--- config.mk ---
export PLATFORM = sky130hd
export DESIGN_NAME = http_request_head_parser_top
export DESIGN_NICKNAME = d
export VERILOG_FILES = /design/src/design/hrhp_pkg.sv /design/src/design/http_request_head_parser_top.sv /design/src/design/hrhp_core.sv
export SDC_FILE = /design/constraint.sdc
export NUM_CORES = 1
export LEC_CHECK = 0
export ABC_CLOCK_PERIOD_IN_PS = 18500
export BUFFER_PORTS_ARGS = -buffer_cell sky130_fd_sc_hd__buf_2
export CAP_MARGIN = 40
export CORE_ASPECT_RATIO = 0.75
export CORE_MARGIN = 2
export CORE_UTILIZATION = 50
export CTS_BUF_LIST = sky130_fd_sc_hd__clkbuf_4 sky130_fd_sc_hd__clkbuf_8 sky130_fd_sc_hd__clkbuf_16
export CTS_CLUSTER_SIZE = 16
export DETAILED_ROUTE_END_ITERATION = 8
export PLACE_DENSITY = 0.67
export SETUP_SLACK_MARGIN = 0.15
export SKIP_CTS_REPAIR_TIMING = 1
export SYNTH_ARGS = -nofsm -noshare
export SYNTH_HDL_FRONTEND = slang
export SYNTH_SLANG_ARGS = --single-unit
--- constraint.sdc ---
create_clock -name clk_i -period 18.5 [get_ports clk_i]
set_input_delay 4.625 -clock clk_i [delete_from_list [all_inputs] [get_ports clk_i]]
set_output_delay 4.625 -clock clk_i [all_outputs]
set_load 0.005 [all_outputs]
--- src/design/hrhp_pkg.sv ---
// Package: constants, types and helpers for the request head parser.
`default_nettype none
package hrhp_pkg;
  localparam int unsigned PosW = 13;
  localparam int unsigned LenW = 14;
  localparam int unsigned LineW = 10;
  localparam logic [PosW:0] BufferBytes = 14'd8192;
  localparam logic [LineW:0] MaxLines = 11'd512;

  localparam logic [7:0] ChCr = 8'h0d;
  localparam logic [7:0] ChLf = 8'h0a;
  localparam logic [7:0] ChSp = 8'h20;
  localparam logic [7:0] ChColon = 8'h3a;

  typedef enum logic [1:0] {
    PH_REQUEST = 2'd0,
    PH_HEADERS = 2'd1,
    PH_DONE    = 2'd2
  } phase_e;

  typedef enum logic [1:0] {
    KIND_OTHER = 2'd0,
    KIND_HOST  = 2'd1,
    KIND_AUTH  = 2'd2
  } kind_e;

  typedef struct packed {
    logic [7:0] data;
    logic       last;
  } in_t;

  typedef struct packed {
    logic            request_valid;
    logic            is_get;
    logic [1:0]      version_code;
    logic [PosW-1:0] path_offset;
    logic [LenW-1:0] path_length;
    logic [PosW-1:0] host_offset;
    logic [LenW-1:0] host_length;
    logic [PosW-1:0] auth_offset;
    logic [LenW-1:0] auth_length;
  } res_t;

  // Character of a keyword at index k; its last character past its end (callers also check
  // the index range, so that value is never used there).
  function automatic logic [7:0] get_ch(input logic [1:0] k);
    unique case (k)
      2'd0: get_ch = "G";
      2'd1: get_ch = "E";
      default: get_ch = "T";
    endcase
  endfunction

  function automatic logic [7:0] http_ch(input logic [2:0] k);
    unique case (k)
      3'd0: http_ch = "H";
      3'd1: http_ch = "T";
      3'd2: http_ch = "T";
      3'd3: http_ch = "P";
      default: http_ch = "/";
    endcase
  endfunction

  function automatic logic [7:0] host_ch(input logic [1:0] k);
    unique case (k)
      2'd0: host_ch = "H";
      2'd1: host_ch = "o";
      2'd2: host_ch = "s";
      default: host_ch = "t";
    endcase
  endfunction

  function automatic logic [7:0] auth_ch(input logic [3:0] k);
    unique case (k)
      4'd0: auth_ch = "A";
      4'd1: auth_ch = "u";
      4'd2: auth_ch = "t";
      4'd3: auth_ch = "h";
      4'd4: auth_ch = "o";
      4'd5: auth_ch = "r";
      4'd6: auth_ch = "i";
      4'd7: auth_ch = "z";
      4'd8: auth_ch = "a";
      4'd9: auth_ch = "t";
      4'd10: auth_ch = "i";
      4'd11: auth_ch = "o";
      default: auth_ch = "n";
    endcase
  endfunction

  function automatic logic [7:0] basic_ch(input logic [2:0] k);
    unique case (k)
      3'd0: basic_ch = "B";
      3'd1: basic_ch = "a";
      3'd2: basic_ch = "s";
      3'd3: basic_ch = "i";
      default: basic_ch = "c";
    endcase
  endfunction
endpackage
`default_nettype wire

--- src/design/http_request_head_parser_top.sv ---
// Top level: stream ports, skid-free output register and the parser core.
`default_nettype none
// HTTP request head parser. Feed one request buffer as a byte stream on s_axis
// (tlast on the final byte); one summary request leaves on m_axis after the
// last byte. Throughput is one byte per clock while s_axis_tready is high:
// every byte is handled by the core's state update, and the summary is
// registered as the last byte is taken. s_axis_tready is high while the
// output register is empty or being drained; bytes stall while a summary waits.
module http_request_head_parser_top
  import hrhp_pkg::*;
(
  input  wire logic         clk_i,
  input  wire logic         rst_ni,
  input  wire logic         s_axis_tvalid,
  output logic              s_axis_tready,
  input  wire logic [7:0]   s_axis_tdata,   // data_byte
  input  wire logic         s_axis_tlast,   // last_byte
  output logic              m_axis_tvalid,
  input  wire logic         m_axis_tready,
  // request_valid, is_get, version_code[1:0], path_offset[12:0], path_length[13:0],
  // host_offset[12:0], host_length[13:0], auth_offset[12:0], auth_length[13:0]; zero pad
  output logic [87:0]       m_axis_tdata
);
  logic fire, core_valid, out_q;
  in_t  in_w;
  res_t core_res;

  // accept unless a summary is parked and not being taken
  assign s_axis_tready = !out_q || m_axis_tready;
  assign fire = s_axis_tvalid && s_axis_tready;
  assign in_w = '{data: s_axis_tdata, last: s_axis_tlast};

  hrhp_core u_core (
    .clk_i, .rst_ni, .in_fire_i(fire), .in_i(in_w),
    .res_valid_o(core_valid), .res_o(core_res)
  );

  // hold the result flag until the sink takes it; the core holds data meanwhile
  always_ff @(posedge clk_i or negedge rst_ni) begin
    if (!rst_ni) begin
      out_q <= 1'b0;
    end else if (core_valid) begin
      out_q <= 1'b1;
    end else if (m_axis_tready) begin
      out_q <= 1'b0;
    end
  end

  assign m_axis_tvalid = out_q;
  assign m_axis_tdata = {3'd0, core_res.auth_length, core_res.auth_offset,
                         core_res.host_length, core_res.host_offset,
                         core_res.path_length, core_res.path_offset,
                         core_res.version_code, core_res.is_get, core_res.request_valid};
endmodule
`default_nettype wire

--- src/design/hrhp_core.sv ---
// Parser core: per-byte state update, registered result on the last byte.
`default_nettype none
module hrhp_core
  import hrhp_pkg::*;
(
  input  wire logic clk_i,
  input  wire logic rst_ni,
  input  wire logic in_fire_i,
  input  in_t       in_i,
  output logic      res_valid_o,
  output res_t      res_o
);
  logic [PosW:0]   pos_q, pos_d;
  logic [PosW:0]   lb_q, lb_d;
  logic [LineW:0]  lines_q, lines_d;
  phase_e          ph_q, ph_d;
  logic            crp_q, crp_d, inw_q, inw_d, err_q, err_d;
  logic [1:0]      wn_q, wn_d;
  logic            mf_q, mf_d, ma_q, ma_d, mp_q, mp_d, m10_q, m10_d, m20_q, m20_d;
  kind_e           kind_q, kind_d;
  logic [PosW+1:0] vb_q, vb_d;
  logic            colon_q, colon_d, spf_q, spf_d, host_q, host_d, getok_q, getok_d;
  logic [PosW:0]   w0_q, w0_d, pb_q, pb_d, pe_q, pe_d, w2_q, w2_d, te_q, te_d;
  logic [1:0]      rk_q, rk_d, ver_q, ver_d;
  logic [PosW:0]   hoff_q, hoff_d, hlen_q, hlen_d, aoff_q, aoff_d, alen_q, alen_d;
  res_t            res_d;

  logic [7:0]      c;
  logic [PosW:0]   pos, e, k, len, len2, vbe, tev, cs;
  logic [PosW+1:0] kv;
  logic            active, fin_hdr_kind_host, fin_hdr_kind_auth;
  kind_e           fkind;

  assign c = in_i.data;
  assign pos = pos_q;
  // result register loads on this edge
  assign res_valid_o = in_fire_i && in_i.last;

  always_comb begin
    pos_d = pos_q; lb_d = lb_q; lines_d = lines_q; ph_d = ph_q; crp_d = crp_q;
    inw_d = inw_q; err_d = err_q; wn_d = wn_q; mf_d = mf_q; ma_d = ma_q; mp_d = mp_q;
    m10_d = m10_q; m20_d = m20_q; kind_d = kind_q; vb_d = vb_q; colon_d = colon_q;
    spf_d = spf_q; host_d = host_q; getok_d = getok_q; w0_d = w0_q; pb_d = pb_q;
    pe_d = pe_q; w2_d = w2_q; te_d = te_q; rk_d = rk_q; ver_d = ver_q;
    hoff_d = hoff_q; hlen_d = hlen_q; aoff_d = aoff_q; alen_d = alen_q;
    e = pos - 1'b1;
    k = '0; len = '0; len2 = '0; vbe = '0; tev = '0; cs = '0; kv = '0;
    fkind = KIND_OTHER; fin_hdr_kind_host = 1'b0; fin_hdr_kind_auth = 1'b0;
    active = !err_q && ph_q != PH_DONE && pos < BufferBytes;
    if (active) begin
      if (crp_q) begin
        crp_d = 1'b0;
        if (c == ChLf) begin
          // close the line ending at the CR
          len = e - lb_q;
          lines_d = lines_q + 1'b1;
          if (ph_q == PH_REQUEST) begin
            rk_d = 2'd0;
            if (wn_q == 2'd2 && getok_q) begin
              len2 = inw_q ? e - w2_q : '0;
              rk_d = 2'd1;
              if (inw_q && mp_q && len2 >= 5) begin
                rk_d = 2'd2;
                if (len2 == 8 && m10_q) ver_d = 2'd0;
                else if (len2 == 8 && m20_q) ver_d = 2'd2;
                else ver_d = 2'd1;
              end
            end
            ph_d = PH_HEADERS;
          end else begin
            if (!colon_q) begin
              fin_hdr_kind_host = mf_q && len == 4;
              fin_hdr_kind_auth = ma_q && len == 13;
              fkind = fin_hdr_kind_host ? KIND_HOST : fin_hdr_kind_auth ? KIND_AUTH
                                                                          : KIND_OTHER;
              vbe = e;
            end else begin
              fkind = kind_q;
              vbe = (vb_q < {1'b0, e}) ? vb_q[PosW:0] : e;
            end
            if (fkind == KIND_HOST) begin
              hoff_d = vbe; hlen_d = e - vbe; host_d = 1'b1;
            end else if (fkind == KIND_AUTH && colon_q) begin
              tev = spf_q ? te_q : e;
              if (mf_q && tev >= vbe && tev - vbe == 5) begin
                cs = ({1'b0, tev} + 1'b1 < {1'b0, e}) ? tev + 1'b1 : e;
                aoff_d = cs; alen_d = e - cs;
              end
            end
          end
          if (len == '0) ph_d = PH_DONE;
          else if (lines_d >= MaxLines) err_d = 1'b1;
          lb_d = pos + 1'b1;
          mf_d = 1'b1; ma_d = 1'b1; kind_d = KIND_OTHER; colon_d = 1'b0;
          spf_d = 1'b0; vb_d = '0; te_d = '0;
        end else begin
          err_d = 1'b1;
        end
      end else if (c == ChCr) begin
        crp_d = 1'b1;
      end else if (ph_q == PH_REQUEST) begin
        if (!inw_q && c == ChSp) begin
          // drop spaces between words
        end else begin
          if (!inw_q) begin
            inw_d = 1'b1;
            if (wn_q == 2'd0) begin
              w0_d = pos; mf_d = 1'b1;
            end else if (wn_q == 2'd1) begin
              pb_d = pos;
            end else begin
              w2_d = pos; mp_d = 1'b1; m10_d = 1'b1; m20_d = 1'b1;
            end
          end
          if (c == ChSp) begin
            inw_d = 1'b0;
            if (wn_q == 2'd0) begin
              getok_d = mf_q && (pos - w0_q == 3);
              wn_d = wn_q + 1'b1;
            end else if (wn_q == 2'd1) begin
              pe_d = pos;
              wn_d = wn_q + 1'b1;
            end else begin
              err_d = 1'b1;
            end
          end else if (wn_q == 2'd0) begin
            k = pos - w0_d;
            if (k >= 3 || c != get_ch(k[1:0])) mf_d = 1'b0;
          end else if (wn_q == 2'd2) begin
            k = pos - w2_d;
            if (k < 5) begin
              if (c != http_ch(k[2:0])) mp_d = 1'b0;
            end else begin
              k = k - 14'd5;
              if (k >= 3) begin
                m10_d = 1'b0; m20_d = 1'b0;
              end else begin
                if (c != (k == 0 ? "1" : k == 1 ? "." : "0")) m10_d = 1'b0;
                if (c != (k == 0 ? "2" : k == 1 ? "." : "0")) m20_d = 1'b0;
              end
            end
          end
        end
      end else begin
        k = pos - lb_q;
        if (!colon_q) begin
          if (c == ChColon) begin
            colon_d = 1'b1;
            if (mf_q && k == 4) kind_d = KIND_HOST;
            else if (ma_q && k == 13) kind_d = KIND_AUTH;
            else kind_d = KIND_OTHER;
            vb_d = {1'b0, pos} + 2'd2;
            mf_d = 1'b1;
          end else begin
            if (k >= 4 || c != host_ch(k[1:0])) mf_d = 1'b0;
            if (k >= 13 || c != auth_ch(k[3:0])) ma_d = 1'b0;
          end
        end else if (kind_q == KIND_AUTH && {1'b0, pos} >= vb_q && !spf_q) begin
          if (c == ChSp) begin
            spf_d = 1'b1; te_d = pos;
          end else begin
            kv = {1'b0, pos} - vb_q;
            if (kv >= 5 || c != basic_ch(kv[2:0])) mf_d = 1'b0;
          end
        end
      end
    end
    if (pos_q < BufferBytes) pos_d = pos_q + 1'b1;

    res_d = '0;
    if (!err_d && !crp_d && lines_d >= 2 && rk_d != 2'd0) begin
      res_d.is_get = 1'b1;
      res_d.path_offset = pb_d[PosW-1:0];
      res_d.path_length = LenW'(pe_d - pb_d);
      if (rk_d == 2'd2) begin
        res_d.request_valid = host_d;
        res_d.version_code = ver_d;
        res_d.host_offset = hoff_d[PosW-1:0];
        res_d.host_length = LenW'(hlen_d);
        res_d.auth_offset = aoff_d[PosW-1:0];
        res_d.auth_length = LenW'(alen_d);
      end
    end
  end

  always_ff @(posedge clk_i or negedge rst_ni) begin
    if (!rst_ni) begin
      pos_q <= '0; lb_q <= '0; lines_q <= '0; ph_q <= PH_REQUEST; crp_q <= 1'b0;
      inw_q <= 1'b0; err_q <= 1'b0; wn_q <= '0; mf_q <= 1'b0; ma_q <= 1'b0;
      mp_q <= 1'b0; m10_q <= 1'b0; m20_q <= 1'b0; kind_q <= KIND_OTHER; vb_q <= '0;
      colon_q <= 1'b0; spf_q <= 1'b0; host_q <= 1'b0; getok_q <= 1'b0;
      w0_q <= '0; pb_q <= '0; pe_q <= '0; w2_q <= '0; te_q <= '0; rk_q <= '0;
      ver_q <= '0; hoff_q <= '0; hlen_q <= '0; aoff_q <= '0; alen_q <= '0;
    end else begin
      if (in_fire_i) begin
        if (in_i.last) begin
          pos_q <= '0; lb_q <= '0; lines_q <= '0; ph_q <= PH_REQUEST; crp_q <= 1'b0;
          inw_q <= 1'b0; err_q <= 1'b0; wn_q <= '0; mf_q <= 1'b0; ma_q <= 1'b0;
          mp_q <= 1'b0; m10_q <= 1'b0; m20_q <= 1'b0; kind_q <= KIND_OTHER;
          vb_q <= '0; colon_q <= 1'b0; spf_q <= 1'b0; host_q <= 1'b0; getok_q <= 1'b0;
          w0_q <= '0; pb_q <= '0; pe_q <= '0; w2_q <= '0; te_q <= '0; rk_q <= '0;
          ver_q <= '0; hoff_q <= '0; hlen_q <= '0; aoff_q <= '0; alen_q <= '0;
        end else begin
          pos_q <= pos_d; lb_q <= lb_d; lines_q <= lines_d; ph_q <= ph_d;
          crp_q <= crp_d; inw_q <= inw_d; err_q <= err_d; wn_q <= wn_d;
          mf_q <= mf_d; ma_q <= ma_d; mp_q <= mp_d; m10_q <= m10_d; m20_q <= m20_d;
          kind_q <= kind_d; vb_q <= vb_d; colon_q <= colon_d; spf_q <= spf_d;
          host_q <= host_d; getok_q <= getok_d; w0_q <= w0_d; pb_q <= pb_d;
          pe_q <= pe_d; w2_q <= w2_d; te_q <= te_d; rk_q <= rk_d; ver_q <= ver_d;
          hoff_q <= hoff_d; hlen_q <= hlen_d; aoff_q <= aoff_d; alen_q <= alen_d;
        end
      end
    end
  end

  always_ff @(posedge clk_i) begin
    if (in_fire_i && in_i.last) res_o <= res_d;
  end

`ifndef SYNTHESIS
  a_pos_cap: assert property (@(posedge clk_i) disable iff (!rst_ni)
    pos_q <= BufferBytes) else $error("position past buffer");
  a_lines_cap: assert property (@(posedge clk_i) disable iff (!rst_ni)
    lines_q <= MaxLines) else $error("line count overrun");
  a_cr_live: assert property (@(posedge clk_i) disable iff (!rst_ni)
    crp_q |-> (ph_q != PH_DONE && !err_q)) else $error("CR pending outside framing");
`endif
endmodule
`default_nettype wire

==> flow_summary_export.csv <==
group,metric,value,unit
synth,synth_top_area_share,22.0,%
worst_setup_path,crit_chain,"buf_2 > nand2b_1 > buf_2",
global_routing,grt_usage,30.0,%
worst_setup_path,cp_data_arrival_time,5.09,ns
power_and_ir_drop,power.leakage,10.6,nW
synth,synthAdderAreaFrac,10.4,%
worst_setup_path,crit_fanout,4,
power_and_ir_drop,ir_drop,0.0820,mV
die,start_util,50.9,%
synth,synth_most_common_cell,"nand2_1",
global_routing,grt_antenna_before_repair,0,
worst_setup_path,crit_path_frequent_cell,"buf_2",
global_routing,grtUsageMet2,44.2,%
synth,syn-instance-count,2751,
status,status,"finished clean",
synth,syn_area_per_cell,8.30,sq um
die,die_area,0.0474,sq mm
timing,post-route-min-period,9.71,ns
synth,post_synth_most_frequent_cells,"nand2_1 (284), nor2_1 (271), a21oi_1 (216), dfrtp_1 (201), o21ai_0 (196)",
global_routing,grt-busiest-layer,"met1",
worst_setup_path,required,13.88,ns
cells_and_area,drive_gt1_share,10.2,%
worst_hold_path,holdPathStages,2,
clocking,clkTransAtPathRegs,0.06,ns
worst_setup_path,critical_path_class,"primary input to output pin",
worst_setup_path,r2r_setup_slack,9.36,ns
synth,yosys-top-cells-area,"dfrtp_1 (22%), edfxtp_1 (11%), ha_1 (9.2%), a21oi_1 (4.7%), nand2_1 (4.7%)",
worst_setup_path,path_buf_inv,2,
timing,tightest_slew,0.900,ns
routing,vias,21100,
synth,synth_flop_cell,"dfrtp_1",
synth,synth_cell_types,99,
cells_and_area,antenna_cells,0,
global_routing,use_met1,45.1,%
cells_and_area,area.growth.synth_to_final,10.1,%
run,cap_violations,0,
die,core_area,0.0448,sq mm
timing,rsz0062_at_grt,"no",
worst_setup_path,critPathLaunchType,"primary input",
clocking,clkSinkCount,286,
clocking,cts-htree-levels,2,
synth,synth_mux_area_share,3.01,%
synth,synthSimpleGateAreaFrac,19.8,%
placed_design,hpwl,52.3,mm
die,die_w,251,um
cells_and_area,nets,2992,
placed_design,gp_congestion,0.964,
timing,drv_slew,0,
worst_hold_path,hp-start,"u_core.aoff_q[10]$_DFFE_PN0P_",
routing,routed_wl,71.5,mm
synth,synth_area,0.0228,sq mm
global_routing,grt_pass1_vias,19700,
global_routing,grt_pass1_wl,113,mm
worst_setup_path,r2r-end,"u_core.aoff_q[12]$_DFFE_PN0P_",
worst_setup_path,slowest_stage,"nand2b_1",
placed_design,pre_cts_ws,8.72,ns
timing,slew_headroom,39.5,%
die,row_count,67,
worst_setup_path,cp-end-kind,"output pin",
worst_hold_path,holdPathEnd,"u_core.aoff_q[10]$_DFFE_PN0P_",
placed_design,io_buffers,99,
synth,synth_top_family_by_area,"compound AO/OA/AOI/OAI gates",
global_routing,overflow,0,
power_and_ir_drop,power_density,128,mW/mm^2
synth,synthArstFlopShare,70.3,%
routing,avgRoutedWirePerCell,21.0,um
power_and_ir_drop,power.total,3.22,mW
global_routing,grt_max_degree,74,
synth,ys_ff_latch,286,
die,ioPinCount,103,
timing,fin_ws,8.79,ns
worst_setup_path,worst_path_largest_cell_delay,0.20,ns
clocking,numCtsBuffers,34,
worst_hold_path,hp-class,"flip-flop to flip-flop",
timing,fin_setup_tns,0,ns
worst_setup_path,crit_start,"m_axis_tready",
clocking,cts_root_buffer,"clkbuf_16",
routing,drt_iter0_drc,2276,
synth,synth-xor-area-share,5.76,%
worst_setup_path,r2r-start,"u_core.pos[2]$_DFFE_PN0P_",
routing,antenna_left,0,
global_routing,grtUsageMet3,5.27,%
synth,synth_compound_area_share,21.9,%
timing,clock.fmax,0.103,GHz
worst_setup_path,cpLargestDelayFamily,"buffers and inverters",
clocking,tritoncts,"built",
synth,ys_seq_area_share,33.2,%
timing,hold_viol_final,0,
routing,drc,0,
clocking,insertion_delay,0.55,ns
worst_setup_path,reg2reg_depth,31,
clocking,clockBufferDepth,3,
die,die_h,189,um
routing,first_pass_iters,5,
timing,setup_viol,0,
synth,synth_area_leader_cell,"dfrtp_1",
timing,finClkSkew,0.0333,ns
routing,viasPerCell,6.18,
synth,yosysWarnings,0,
timing,fin_crit_sh,52.5,%
synth,synth_edf_count,85,
## report_power, final
part	total, mW	switching, mW	internal [mW]
logic	1.84	1.15	0.681
registers	0.693	0.0209	0.672
clock network	0.689	0.290	0.400
## cell families (layout without fill, tap and decap cells)
group | count (synthesis) | in the layout
mux | 66 | 66
flops | 286 | 286
xor+xnor | 146 | 146
compound gates | 792 | 792
other cells | 1 | 3
buf+inv | 329 | 402
fa+ha+maj | 183 | 183
simple gates | 948 | 948
## how the worst max path moves through the flow
| stage | cells after the start | slack, ns | endpoint |
|---|---|---|---|
| floorplan | 29 | 9.01 | u_core.res_o[66]$_SDFFCE_PN0P_ |
| global placement | 3 | 8.81 | s_axis_tready |
| detailed placement | 28 | 8.72 | u_core.res_o[66]$_SDFFCE_PN0P_ |
| CTS | 3 | 8.78 | s_axis_tready |
| global route | 28 | 8.48 | u_core.res_o[66]$_SDFFCE_PN0P_ |
| finish | 3 | 8.79 | s_axis_tready |
## cells in the final DEF, fill, tap and decap left out, types with 44 or more instances in the layout
master / instances
nand2_1: 282
nor2_1: 270
a21oi_1: 216
dfrtp_1: 201
o21ai_0: 195
inv_1: 183
ha_1: 168
buf_2: 98
xnor2_1: 89
edfxtp_1: 85
nor3_1: 76
o31ai_1: 60
nor2b_1: 59
xor2_1: 54
nand3_1: 51
mux2i_1: 45
buf_4: 44
## sequential cells by signal, summed over array words and instances (netlist names), 2 cells and up
name	flops
u_core.pos	14
u_core.alen_q	14
u_core.lines_q	11
u_core.kind_q	2
u_core.lb_q	14
u_core.pe_q	14
u_core.wn_q	2
u_core.ph_q	2
u_core.aoff_q	13
u_core.pb_q	14
u_core.hoff_q	13
u_core.rk_q	2
u_core.w0_q	14
u_core.vb_q	15
u_core.res_o	85
u_core.ver_q	2
u_core.hlen_q	14
u_core.w2_q	14
u_core.te_q	14
## cell type report
type	count	area [sq um]
clock buffer	45	965
clock inverter	17	165
fill	4014	19700
inverter	188	708
multi-input combinational	2138	13900
sequential	286	7580
tap	586	733
timing repair buffer	152	1020
## worst reg2reg max path: cells and delay by family, from the launching register on
family	cells	cell delay (ns)
adder cells (fa/ha/maj)	5	1.82
flip-flops	1	0.36
AND/OR/NAND/NOR	9	3.04
XOR/XNOR	1	0.10
buffers and inverters	5	1.27
AO/OA/AOI/OAI	11	2.46
## metrics by stage
step / hold WS [ns] / area (sq um) / utilization, % / instances
floorplan: 0.441 / 22800 / - / 2753
global placement: 0.456 / 23800 / 53.0 / 3337
detailed placement: 0.467 / 24000 / 53.4 / 3349
CTS: 0.482 / 25100 / 55.9 / 3411
global route: 0.503 / 25100 / 56.0 / 3412
finish: 0.478 / 25100 / 56.0 / 3412
## per-layer routing
metal  part of all wire, %  wire length [um]
met1                    47             33600
met2                    42             30000
met3                   8.8              6310
met4                   2.4              1690
met5                     0                 0
(Power assumes the default switching activity.)
